<file path="src/register_machine_execute_unit_defines.svh">
// Assertion macros for the execute unit
`ifndef REGISTER_MACHINE_EXECUTE_UNIT_DEFINES_SVH
`define REGISTER_MACHINE_EXECUTE_UNIT_DEFINES_SVH

`define RMEU_ASSERT_IMPL(label, clk, rst_n, ante, cons, msg) \
	label: assert property (@(posedge clk) disable iff (!rst_n) (ante) |-> (cons)) \
		else $error(msg);

`define RMEU_ASSERT_NEXT(label, clk, rst_n, ante, cons, msg) \
	label: assert property (@(posedge clk) disable iff (!rst_n) (ante) |=> (cons)) \
		else $error(msg);

`endif

</file>
<file path="src/rmeu_pkg.sv">
package rmeu_pkg;
	localparam int NumRegs    = 8;
	localparam int MemWords   = 1024;
	localparam int ProgWords  = 4096;
	localparam int StackDepth = 16;
	localparam int RegW   = $clog2(NumRegs);
	localparam int MemAw  = $clog2(MemWords);
	localparam int StackAw = $clog2(StackDepth);
	localparam int SpW    = $clog2(StackDepth + 1);

	localparam logic [4:0] K_ADD = 5'd0, K_SUB = 5'd1, K_AND = 5'd2, K_OR = 5'd3,
		K_XOR = 5'd4, K_NOT = 5'd5, K_SHR = 5'd6, K_SHL = 5'd7, K_MOVE = 5'd8,
		K_LOAD = 5'd9, K_STORE = 5'd10, K_JMP = 5'd11, K_JEQ = 5'd12,
		K_JGT = 5'd13, K_CALL = 5'd14, K_RET = 5'd15;

	localparam logic [2:0] ST_OK = 3'd0, ST_NEG_SHIFT = 3'd1, ST_BAD_ADDR = 3'd2,
		ST_OVERFLOW = 3'd3, ST_UNDERFLOW = 3'd4;

	typedef struct packed {
		logic [4:0]  kind;
		logic        use_imm;
		logic [2:0]  reg_a;
		logic [2:0]  reg_b;
		logic [31:0] immediate;
		logic [11:0] target;
	} instr_t;

	typedef struct packed {
		logic [11:0] next_pc;
		logic [2:0]  status;
		logic        write_valid;
		logic [2:0]  write_reg;
		logic [31:0] write_value;
	} result_t;
endpackage

</file>
<file path="src/rmeu_if.sv">
interface rmeu_instr_if;
	logic valid;
	logic ready;
	rmeu_pkg::instr_t data;
	modport source (output valid, output data, input ready);
	modport sink (input valid, input data, output ready);
endinterface


</file>
<file path="src/rmeu_front.sv">
// Two-entry input instruction queue
module rmeu_front (
	input  logic                  clk,
	input  logic                  arst_n,
	rmeu_instr_if.sink            instr,
	input  logic                  pop,
	output logic                  head_valid,
	output rmeu_pkg::instr_t      head
);
	rmeu_pkg::instr_t q_q [2];
	logic [1:0] cnt_q;
	logic       push;

	assign instr.ready = (cnt_q != 2'd2);
	assign push = instr.valid && instr.ready;
	assign head_valid = (cnt_q != 2'd0);
	assign head = q_q[0];

	always_ff @(posedge clk or negedge arst_n) begin
		if (!arst_n) begin
			cnt_q <= 2'd0;
		end else begin
			cnt_q <= cnt_q + {1'b0, push} - {1'b0, pop};
		end
	end

	always_ff @(posedge clk) begin
		if (pop) begin
			q_q[0] <= q_q[1];
			if (push && cnt_q == 2'd1) q_q[0] <= instr.data;
			if (push && cnt_q == 2'd2) q_q[1] <= instr.data;
		end else if (push) begin
			if (cnt_q == 2'd0) q_q[0] <= instr.data;
			else q_q[1] <= instr.data;
		end
	end
endmodule

</file>
<file path="src/flat_wrapper.sv">
// flat-port wrapper written by rule: the top's interface ports become plain ports
module rmeu_front_flat 
  (clk, arst_n, pop, head_valid, head, instr_valid, instr_data, instr_ready);
  rmeu_instr_if instr_i ();
  input  logic clk;
  input  logic arst_n;
  input  logic pop;
  output logic head_valid;
  output rmeu_pkg::instr_t head;
  input wire logic [$bits(instr_i.valid)-1:0] instr_valid;
  input wire logic [$bits(instr_i.data)-1:0] instr_data;
  output wire logic [$bits(instr_i.ready)-1:0] instr_ready;
  assign instr_i.valid = instr_valid;
  assign instr_i.data = instr_data;
  assign instr_ready = instr_i.ready;
  rmeu_front u_core (.clk(clk), .arst_n(arst_n), .instr(instr_i), .pop(pop), .head_valid(head_valid), .head(head));
endmodule
</file>
<file path="config.mk">
export PLATFORM = sky130hd
export DESIGN_NAME = rmeu_front_flat
export DESIGN_NICKNAME = d
export VERILOG_FILES = /design/src/register_machine_execute_unit_defines.svh /design/src/rmeu_pkg.sv /design/src/rmeu_if.sv /design/src/rmeu_front.sv /design/src/flat_wrapper.sv
export SDC_FILE = /design/constraint.sdc
export NUM_CORES = 1
export LEC_CHECK = 0
export BUFFER_PORTS_ARGS = -buffer_cell sky130_fd_sc_hd__buf_2
export CAP_MARGIN = 20
export CORE_ASPECT_RATIO = 1.5
export CORE_MARGIN = 1.5
export CORE_UTILIZATION = 25
export CTS_CLUSTER_DIAMETER = 120
export DETAILED_ROUTE_END_ITERATION = 16
export SLEW_MARGIN = 20
export SYNTH_ARGS = -nofsm -noshare
export SYNTH_HDL_FRONTEND = slang
export SYNTH_SLANG_ARGS = --single-unit
</file>
<file path="constraint.sdc">
create_clock -name clk -period 4.4 [get_ports clk]
set_input_delay 0.88 -clock clk [delete_from_list [all_inputs] [get_ports clk]]
set_output_delay 0.88 -clock clk [all_outputs]
set_load 0.005 [all_outputs]
</file>
==> results of run 1 <==
==> Yosys cell counts (all sizes together) <==
cell	count
edfxtp	112
buf	62
mux2	56
nand2	3
dfrtp	2
inv	2
nand2b	2
nor2	2
a21o	1
ha	1
nand3	1
nor2b	1
o21bai	1
o22ai	1
xnor2	1
xor2	1
==> through the flow <==
step | power [mW] | setup slack (ps) | hold slack (ps) | instances
after floorplan | 2.055 | 640.4 | 523.1 | 249
final | 3.337 | 2188 | 244.6 | 593
after global placement | 2.120 | 1441 | 531.1 | 558
after global routing | 3.501 | 2071 | 224.2 | 591
after CTS | 3.407 | 1788 | 218.5 | 590
after detailed placement | 2.151 | 1341 | 533.4 | 558
==> metal layers <==
metal  vias to the layer above  GRT usage  wire, um
li1                       1033          -         -
met1                      1087    0.09520      3390
met2                        74     0.1396      4192
met3                        10    0.04276       601
met4                         2    0.05090       125
met5                         -          0        12
==> logic make-up (layout without fill, tap and decap cells) <==
kind of cell / Yosys count / count (layout)
mux: 56 / 56
buf+inv: 64 / 154
compound gates: 3 / 3
xor+xnor: 2 / 2
fa+ha+maj: 1 / 1
other cells: 0 / 2
simple gates: 9 / 9
flops: 114 / 114
==> flip-flops by register name, indices dropped and copies added (netlist names) <==
signal,count
u_core.cnt_q,2
u_core.q_q,112
==> worst min-delay path by stage <==
stage | from | end | slack, ps | depth (start not counted)
floorplan | u_core.q_q[0][56] | u_core.q_q[0][0] | 520 | 1
global placement | u_core.q_q[0][75] | u_core.q_q[0][19] | 530 | 1
detailed placement | u_core.q_q[0][68] | u_core.q_q[0][12] | 530 | 1
CTS | arst_n | u_core.cnt_q[0] | 220 | 1
global route | arst_n | u_core.cnt_q[1] | 220 | 1
finish | arst_n | u_core.cnt_q[0] | 240 | 1
==> layout make-up <==
| cell class | instances | area (um2) |
|---|---|---|
| repair buffers | 120 | 628.1 |
| fillers | 1872 | 12830 |
| diodes | 2 | 5.005 |
| inverters | 2 | 7.507 |
| well taps | 252 | 315.3 |
| clock inverters | 12 | 92.59 |
| flip-flops and latches | 114 | 3413 |
| multi-input cells | 71 | 895.9 |
| clock buffers | 20 | 436.7 |
==> power by group through the flow <==
stage / logic [mW] / registers (mW) / clock network (mW)
finish: 0.617 / 1.49 / 1.23
global route: 0.673 / 1.51 / 1.32
CTS: 0.640 / 1.49 / 1.28
detailed placement: 0.640 / 1.51 / 0
global placement: 0.617 / 1.50 / 0
floorplan: 0.554 / 1.50 / 0
==> worst register-to-register path: cells and delay by family (launching register included) <==
family	cells	cell delay, ps
AOI/OAI and AO/OA	1	790
DFF	1	430
buffers and inverters	1	430
and+or+nand+nor	1	150
==> cells in the final DEF (no fill, tap or decap) <==
master	count
o21bai_1	1
o22ai_1	1
buf_2	117
clkinvlp_4	1
xor2_1	1
nor2_1	1
edfxtp_1	112
nand2b_1	2
inv_1	2
mux2_2	16
clkbuf_16	17
diode_2	2
clkinv_1	2
bufinv_16	1
nor2_4	1
dfrtp_1	2
nand3_4	1
xnor2_1	1
clkinv_2	6
buf_4	2
clkbuf_1	3
clkinv_4	2
ha_1	1
buf_16	1
a21o_2	1
nand2_1	3
mux2_4	40
nor2b_1	1
==> flow_summary.yaml, run 1 <==
status:
  run_status: "completed"
sta:
  skew_ps: 9.185
  fin_crit_sh: 0.5027
  setup_viol: 0
  maxSlewViolCount: 0
  tns_ps: 0
  rsz0062_at_grt: "false"
  worstMarginPinSlew_ps: 972.3
  relSlewSlack: 0.3518
  min_period_ps: 2212
  hold_viol_final: 0
  fmax_mhz: 452.1
synth:
  synth_xor_area_frac: 0.003667
  synth_top_family_by_area: "multiplexers"
  ys_seq_elements: 114
  synthMuxAreaShare: 0.1634
  yosysTopAreaCellShare: 0.7040
  ys_seq_area_frac: 0.7145
  yosys.area_share.simple: 0.008905
  syn_inst: 249
  synth_area_leaders: "edfxtp_1 (70%), mux2_4 (13%), buf_4 (8.8%)"
  synth_cell_types: 19
  synth_compound_area_frac: 0.004453
  avgSynthCellArea_um2: 19.19
  yosysTopAreaCell: "edfxtp_1"
  yosys.area_share.adder: 0.002619
  synth_nets: 310
  yosys_warnings: 0
  syn-cell-area_um2: 4777
die:
  die_h_um: 172.3
  ioPinCount: 118
  die_w_um: 115.9
  dieArea_um2: 19960
  initial_utilization: 0.2565
  core_area_um2: 18620
  std_cell_rows: 61
cells_and_area:
  stdcell_area_um2: 5794
  nets: 387
  drive_gt1_frac: 0.6077
  final_util: 0.3111
  area_growth_pct: 21.29
power:
  p_per_area_nw_per_um2: 576.0
  ir_drop_v: 0.0003315
  p_sw_mw: 0.8073
  p_sw_frac: 0.2419
  power_frac_seq: 0.446
  pwr-share-clk: 0.370
  comb_power_share: 0.185
  p_leak_nw: 2.316
  p_int_mw: 2.530
critical_path:
  r2r_cells: 3
  worstReg2RegStart: "u_core.cnt_q[1]"
  crit_buf_inv: 2
  path_class: "input pin to flip-flop"
  crit_path_cell_trace: "buf_2 > nand2_1 > nor2_4 > buf_4"
  critPathLaunchType: "input pin"
  cpPeakStageDelay_ps: 560
  rrSetupSlack_ps: 2280
  cp.required_ps: 4440
  slowest_stage: "buf_4"
  crit_arrival_ps: 2250
  crit_path_end_kind: "flip-flop"
  cp_max_fo: 36
  reg2reg_to: "u_core.q_q[0][52]"
  path_depth: 4
  critical-path-top-delay-family: "buffers and inverters"
  critical_path.endpoint: "u_core.q_q[0][98]"
  crit_start: "instr_valid"
min_path:
  hp-class: "input pin to async pin"
route:
  drt-initial-drc-count: 127
  wl_um: 8322
  firstDrtPassIters: 4
  routedWlPerCell_um: 14.03
  dr_total_vias: 2206
  via_per_inst: 3.720
  drc: 0
  ant_nets: 0
cts:
  clk_path_buf_depth: 2
  clk_latency_ps: 410
  clkSinkCount: 114
  clk_pin_slew_ps: 50
  cts_tree: "done"
  postCtsHoldBufs: 0
  cts_inserted_buffers: 17
  post_cts_buffers: 0
  cts_htree_levels: 4
  clockRootBuffer: "clkbuf_16"
  cts_resized: 0
grt:
  grt_overflow: 0
  grt_max_degree: 57
  grt_pass1_vias: 2330
  antenna_found_initial: 3
  grt_first_pass_wirelength_um: 12530
  grtUsageTotal: 0.08815
placement:
  gp_congestion: 0.6617
  port_buffers: 117
  placed_area_um2: 5233
  dp_hpwl_um: 5461
run:
  cap_violations: 0
No activity file was read; power rests on OpenSTA's default activity.
==> inputs of run 2 (changes only) <==
- clock period: 4.4 -> 2.3 ns (I/O delays scaled with it)
==> run 2 against run 1 <==
Effect of this change:
- register-to-register slack lost 1700 ps
- non-clock buffer count grew 4
- final area grew 0.58%
- power grew 87%
- worst hold slack gained 3.5 ps
- core utilization grew 0.18 points
- sequential power grew 91%
- critical path type is now flip-flop to flip-flop
- largest power group unchanged
==> flow_summary.yaml, run 2 (synthesized netlist as in run 1, its figures left out) <==
critical_path:
  critPathLaunchType: "flip-flop"
  crit_arrival_ps: 1800
  path_class: "flip-flop to flip-flop"
  crit_path_end_kind: "flip-flop"
  cp_max_fo: 20
  cp.required_ps: 2400
power:
  p_int_mw: 4.744
  total_power_mw: 6.247
  p_per_area_nw_per_um2: 1072
  p_leak_nw: 2.320
  p_sw_frac: 0.2405
  pwr-share-clk: 0.345
  power_frac_seq: 0.455
  comb_power_share: 0.200
  p_sw_mw: 1.503
  ir_drop_v: 0.0008070
cells_and_area:
  area_growth_pct: 22.00
  nets: 391
  layout_common_cells: "buf_2 (117), edfxtp_1 (112), mux2_4 (40)"
  final_common_cell: "buf_2"
  antennaDiodeCount: 0
  multi_input_area_um2: 895.9
  fillerInstances: 1869
  seqCellArea_um2: 3413
  reg_top3: "u_core.q_q (112), u_core.cnt_q (2)"
  largest_register_ffs: 112
  top_register: "u_core.q_q"
  drive_gt1_frac: 0.5971
die:
  dieArea_um2: 19960
  initial_utilization: 0.2565
  die_h_um: 172.3
  core_area_um2: 18620
  ioPinCount: 118
  std_cell_rows: 61
  die_w_um: 115.9
route:
  dr_total_vias: 2232
  ant_nets: 0
  wl_um: 8548
  drc: 0
  drt-initial-drc-count: 64
  routedWlPerCell_um: 14.44
  firstDrtPassIters: 4
  via_per_inst: 3.770
sta:
  setup_viol: 0
  skew_ps: 7.808
  timing.hold.ws_ps: 248.1
  maxSlewViolCount: 0
  relSlewSlack: 0.6185
  fin_crit_sh: 0.7402
  rsz0062_at_grt: "false"
  min_period_ps: 1702
  worstMarginPinSlew_ps: 572.2
  hold_viol_final: 0
  fmax_mhz: 587.4
  tns_ps: 0
cts:
  clk_path_buf_depth: 2
  post_cts_buffers: 0
  clk_pin_slew_ps: 50
  cts_tree: "done"
  cts_inserted_buffers: 17
  clkSinkCount: 114
  clockRootBuffer: "clkbuf_16"
  cts_resized: 0
  cts_htree_levels: 4
  clk_latency_ps: 400
grt:
  grt_max_degree: 34
  antenna_found_initial: 0
  grtUsageTotal: 0.09026
  grt_overflow: 0
  grt_first_pass_wirelength_um: 12810
  grt_pass1_vias: 2341
placement:
  dp_hpwl_um: 5914
  port_buffers: 117
  gp_congestion: 0.6569
run:
  cap_violations: 0
status:
  run_status: "completed"
min_path:
  hp-class: "input pin to flip-flop"
## run 2: per-stage QoR
stage	setup WS, ps	instances	cell area (um2)	util
final	597.5	592	5828	0.3130
after global placement	568.5	562	5338	0.2866
after detailed placement	501.1	562	5338	0.2866
after CTS	549.6	592	5828	0.3130
after floorplan	151.8	249	4785	-
after global routing	459.6	592	5828	0.3130
## run 2: routing by layer
layer | vias up | GRT usage | share of wire
met4 | 0 | 0.05037 | 0.024
met1 | 1109 | 0.1036 | 0.41
li1 | 1038 | - | -
met3 | 14 | 0.03715 | 0.059
met5 | - | 0 | 0
met2 | 71 | 0.1417 | 0.51
## run 2: layout make-up
| cell class | count | share of cell area |
|---|---|---|
| Tap cell | 252 | 0.05410 |
| Inverter | 2 | 0.001288 |
| Timing Repair Buffer | 124 | 0.1228 |
| Clock buffer | 19 | 0.07428 |
| Multi-Input combinational cell | 71 | 0.1537 |
| Clock inverter | 10 | 0.008158 |
| Sequential cell | 114 | 0.5857 |
## run 2: path summary, 6_finish.rpt
check	from	endpoint	slack, ps	cells past startpoint
max in group asynchronous	arst_n	u_core.cnt_q[0]	1830	2
min in group asynchronous	arst_n	u_core.cnt_q[1]	370	2
worst max-delay path	u_core.cnt_q[1]	u_core.q_q[0][12]	600	3
worst max register to register	u_core.cnt_q[1]	u_core.q_q[0][12]	600	3
worst min register to register	u_core.q_q[0][104]	u_core.q_q[0][48]	540	1
worst min-delay path	instr_data[1]	u_core.q_q[0][57]	250	1
## run 2: power groups by stage
stage	sequential, mW	combinational [mW]	clock [mW]
after floorplan	2.86	1.06	0
after global placement	2.88	1.24	0
after detailed placement	2.89	1.29	0
after CTS	2.85	1.29	2.23
after global routing	2.88	1.37	2.33
final	2.84	1.25	2.15
## run 2: timing repair
item                                   4_1_cts  5_1_grt
setup endpoints to repair                    0        0
hold buffers                                 1        0
endpoints found under the hold margin        2        0
## run 2: critical path, stage by stage, from the launching register on
cell     delay [ps]
dfrtp_1         430
nor2_1          170
a21o_2          530
buf_12          250
==> inputs of run 3 (changes only) <==
- clock period: 2.3 -> 1.6 ns (I/O delays scaled with it)
==> run 3 against run 2 <==
Effect of this change:
- critical path type unchanged
- final area rose by 3.3%
- sequential cell count is the same
- critical endpoint is now u_core.q_q[0][1]
- via count fell by 0.94%
==> flow_summary.yaml, run 3 (synthesized netlist as in run 1, its figures left out) <==
cts:
  cts_inserted_buffers: 17
  clk_latency_ps: 400
  cts_tree: "done"
  cts_htree_levels: 4
  clockRootBuffer: "clkbuf_16"
  clk_pin_slew_ps: 50
  clk_path_buf_depth: 2
  clkSinkCount: 114
route:
  routedWlPerCell_um: 14.04
  drc: 0
  dr_total_vias: 2211
  via_per_inst: 3.691
  firstDrtPassIters: 4
  drt-initial-drc-count: 95
  ant_nets: 0
  wl_um: 8412
critical_path:
  critPathLaunchType: "flip-flop"
  crit_path_cell_trace: "o21bai_2 > nand3_4 > buf_12 > mux2_2"
  cp.required_ps: 1750
  critical_path.endpoint: "u_core.q_q[0][1]"
  worstReg2RegStart: "u_core.cnt_q[0]"
  slowest_stage: "dfrtp_1"
  r2r_cells: 4
  critical-path-top-delay-family: "flip-flops"
  path_depth: 4
  cp_max_fo: 20
  crit_start: "u_core.cnt_q[0]"
  crit_buf_inv: 1
  crit_path_end_kind: "flip-flop"
  reg2reg_to: "u_core.q_q[0][1]"
  rrSetupSlack_ps: 70
  cpPeakStageDelay_ps: 370
  crit_arrival_ps: 1680
  path_class: "flip-flop to flip-flop"
power:
  ir_drop_v: 0.0008132
  pwr-share-clk: 0.389
  p_sw_frac: 0.2296
  p_int_mw: 7.581
  p_leak_nw: 2.406
  p_sw_mw: 2.259
  power_frac_seq: 0.413
  p_per_area_nw_per_um2: 1635
  comb_power_share: 0.197
sta:
  fmax_mhz: 652.6
  maxSlewViolCount: 0
  skew_ps: 9.292
  rsz0062_at_grt: "true"
  worstMarginPinSlew_ps: 210.1
  hold_viol_final: 0
  setup_viol: 0
  relSlewSlack: 0.8599
  timing.hold.ws_ps: 98.45
  fin_crit_sh: 0.9577
  min_period_ps: 1532
placement:
  gp_congestion: 0.6581
  placed_cells: 566
  port_buffers: 117
  dp_hpwl_um: 5906
cells_and_area:
  layout.cells.non_filler: 599
  top_register: "u_core.q_q"
  fillerInstances: 1869
  layout_common_cells: "buf_2 (117), edfxtp_1 (112), mux2_4 (40)"
  nets: 396
  seqCellArea_um2: 3413
  drive_gt1_frac: 0.6225
  final_common_cell: "buf_2"
  multi_input_area_um2: 915.9
  reg_top3: "u_core.q_q (112), u_core.cnt_q (2)"
  final_util: 0.3232
  largest_register_ffs: 112
  area_growth_pct: 25.98
  antennaDiodeCount: 0
die:
  dieArea_um2: 19960
  initial_utilization: 0.2565
  core_area_um2: 18620
  die_w_um: 115.9
  ioPinCount: 118
  std_cell_rows: 61
  die_h_um: 172.3
grt:
  grt_pass1_vias: 2464
  grt_overflow: 0
  grtUsageTotal: 0.08897
  grt_first_pass_wirelength_um: 12770
  antenna_found_initial: 0
  grt_max_degree: 35
status:
  run_status: "completed"
min_path:
  hp-class: "input pin to flip-flop"
run:
  cap_violations: 0
-- run 3: worst min-delay path by stage --
stage,depth (start not counted),endpoint,start
finish,1,u_core.q_q[0][62],instr_data[6]
global route,1,u_core.q_q[0][70],instr_data[14]
CTS,1,u_core.q_q[0][62],instr_data[6]
detailed placement,1,u_core.cnt_q[0],arst_n
global placement,1,u_core.cnt_q[0],arst_n
floorplan,0,u_core.cnt_q[0],arst_n
-- run 3: layer usage --
| metal | share of wire | track usage |
|---|---|---|
| met5 | 0 | 0 |
| met4 | 0.014 | 0.04348 |
| met1 | 0.39 | 0.09229 |
| met2 | 0.54 | 0.1483 |
| met3 | 0.066 | 0.04416 |
-- run 3: what timing repair did --
action / CTS / global route
resized for setup: 1 / 3
setup endpoints to repair: 1 / 4
hold endpoints to repair: 2 / 0
pin swaps: 0 / 2
hold buffers: 1 / 0
buffers inserted: 0 / 1
-- run 3: power groups by stage --
stage               registers, mW  logic (mW)  clock network [mW]
finish                       4.07        1.94                3.83
global route                 4.12        2.11                4.08
CTS                          4.07        1.96                3.95
detailed placement           4.13        1.95                   0
global placement             4.11        1.89                   0
floorplan                    4.11        1.54                   0
-- run 3: layout make-up --
class                   instances  area share
inverters                       2    0.001247
repair buffers                129      0.1279
multi-input cells              71      0.1522
clock buffers                  18     0.07131
clock inverters                13     0.02786
well taps                     252     0.05239
flip-flops and latches        114      0.5672
-- run 3: per-stage QoR --
step                total power [mW]  setup TNS, ps  instance area (um2)  setup slack [ps]
finish                         9.841              0                 6018             67.67
global route                   10.32         -11.54                 6018            -11.54
CTS                            9.991              0                 5998             10.70
detailed placement             6.079         -13.08                 5389            -11.89
global placement               5.997              0                 5389             19.04
floorplan                      5.649          -5478                 4795            -97.82
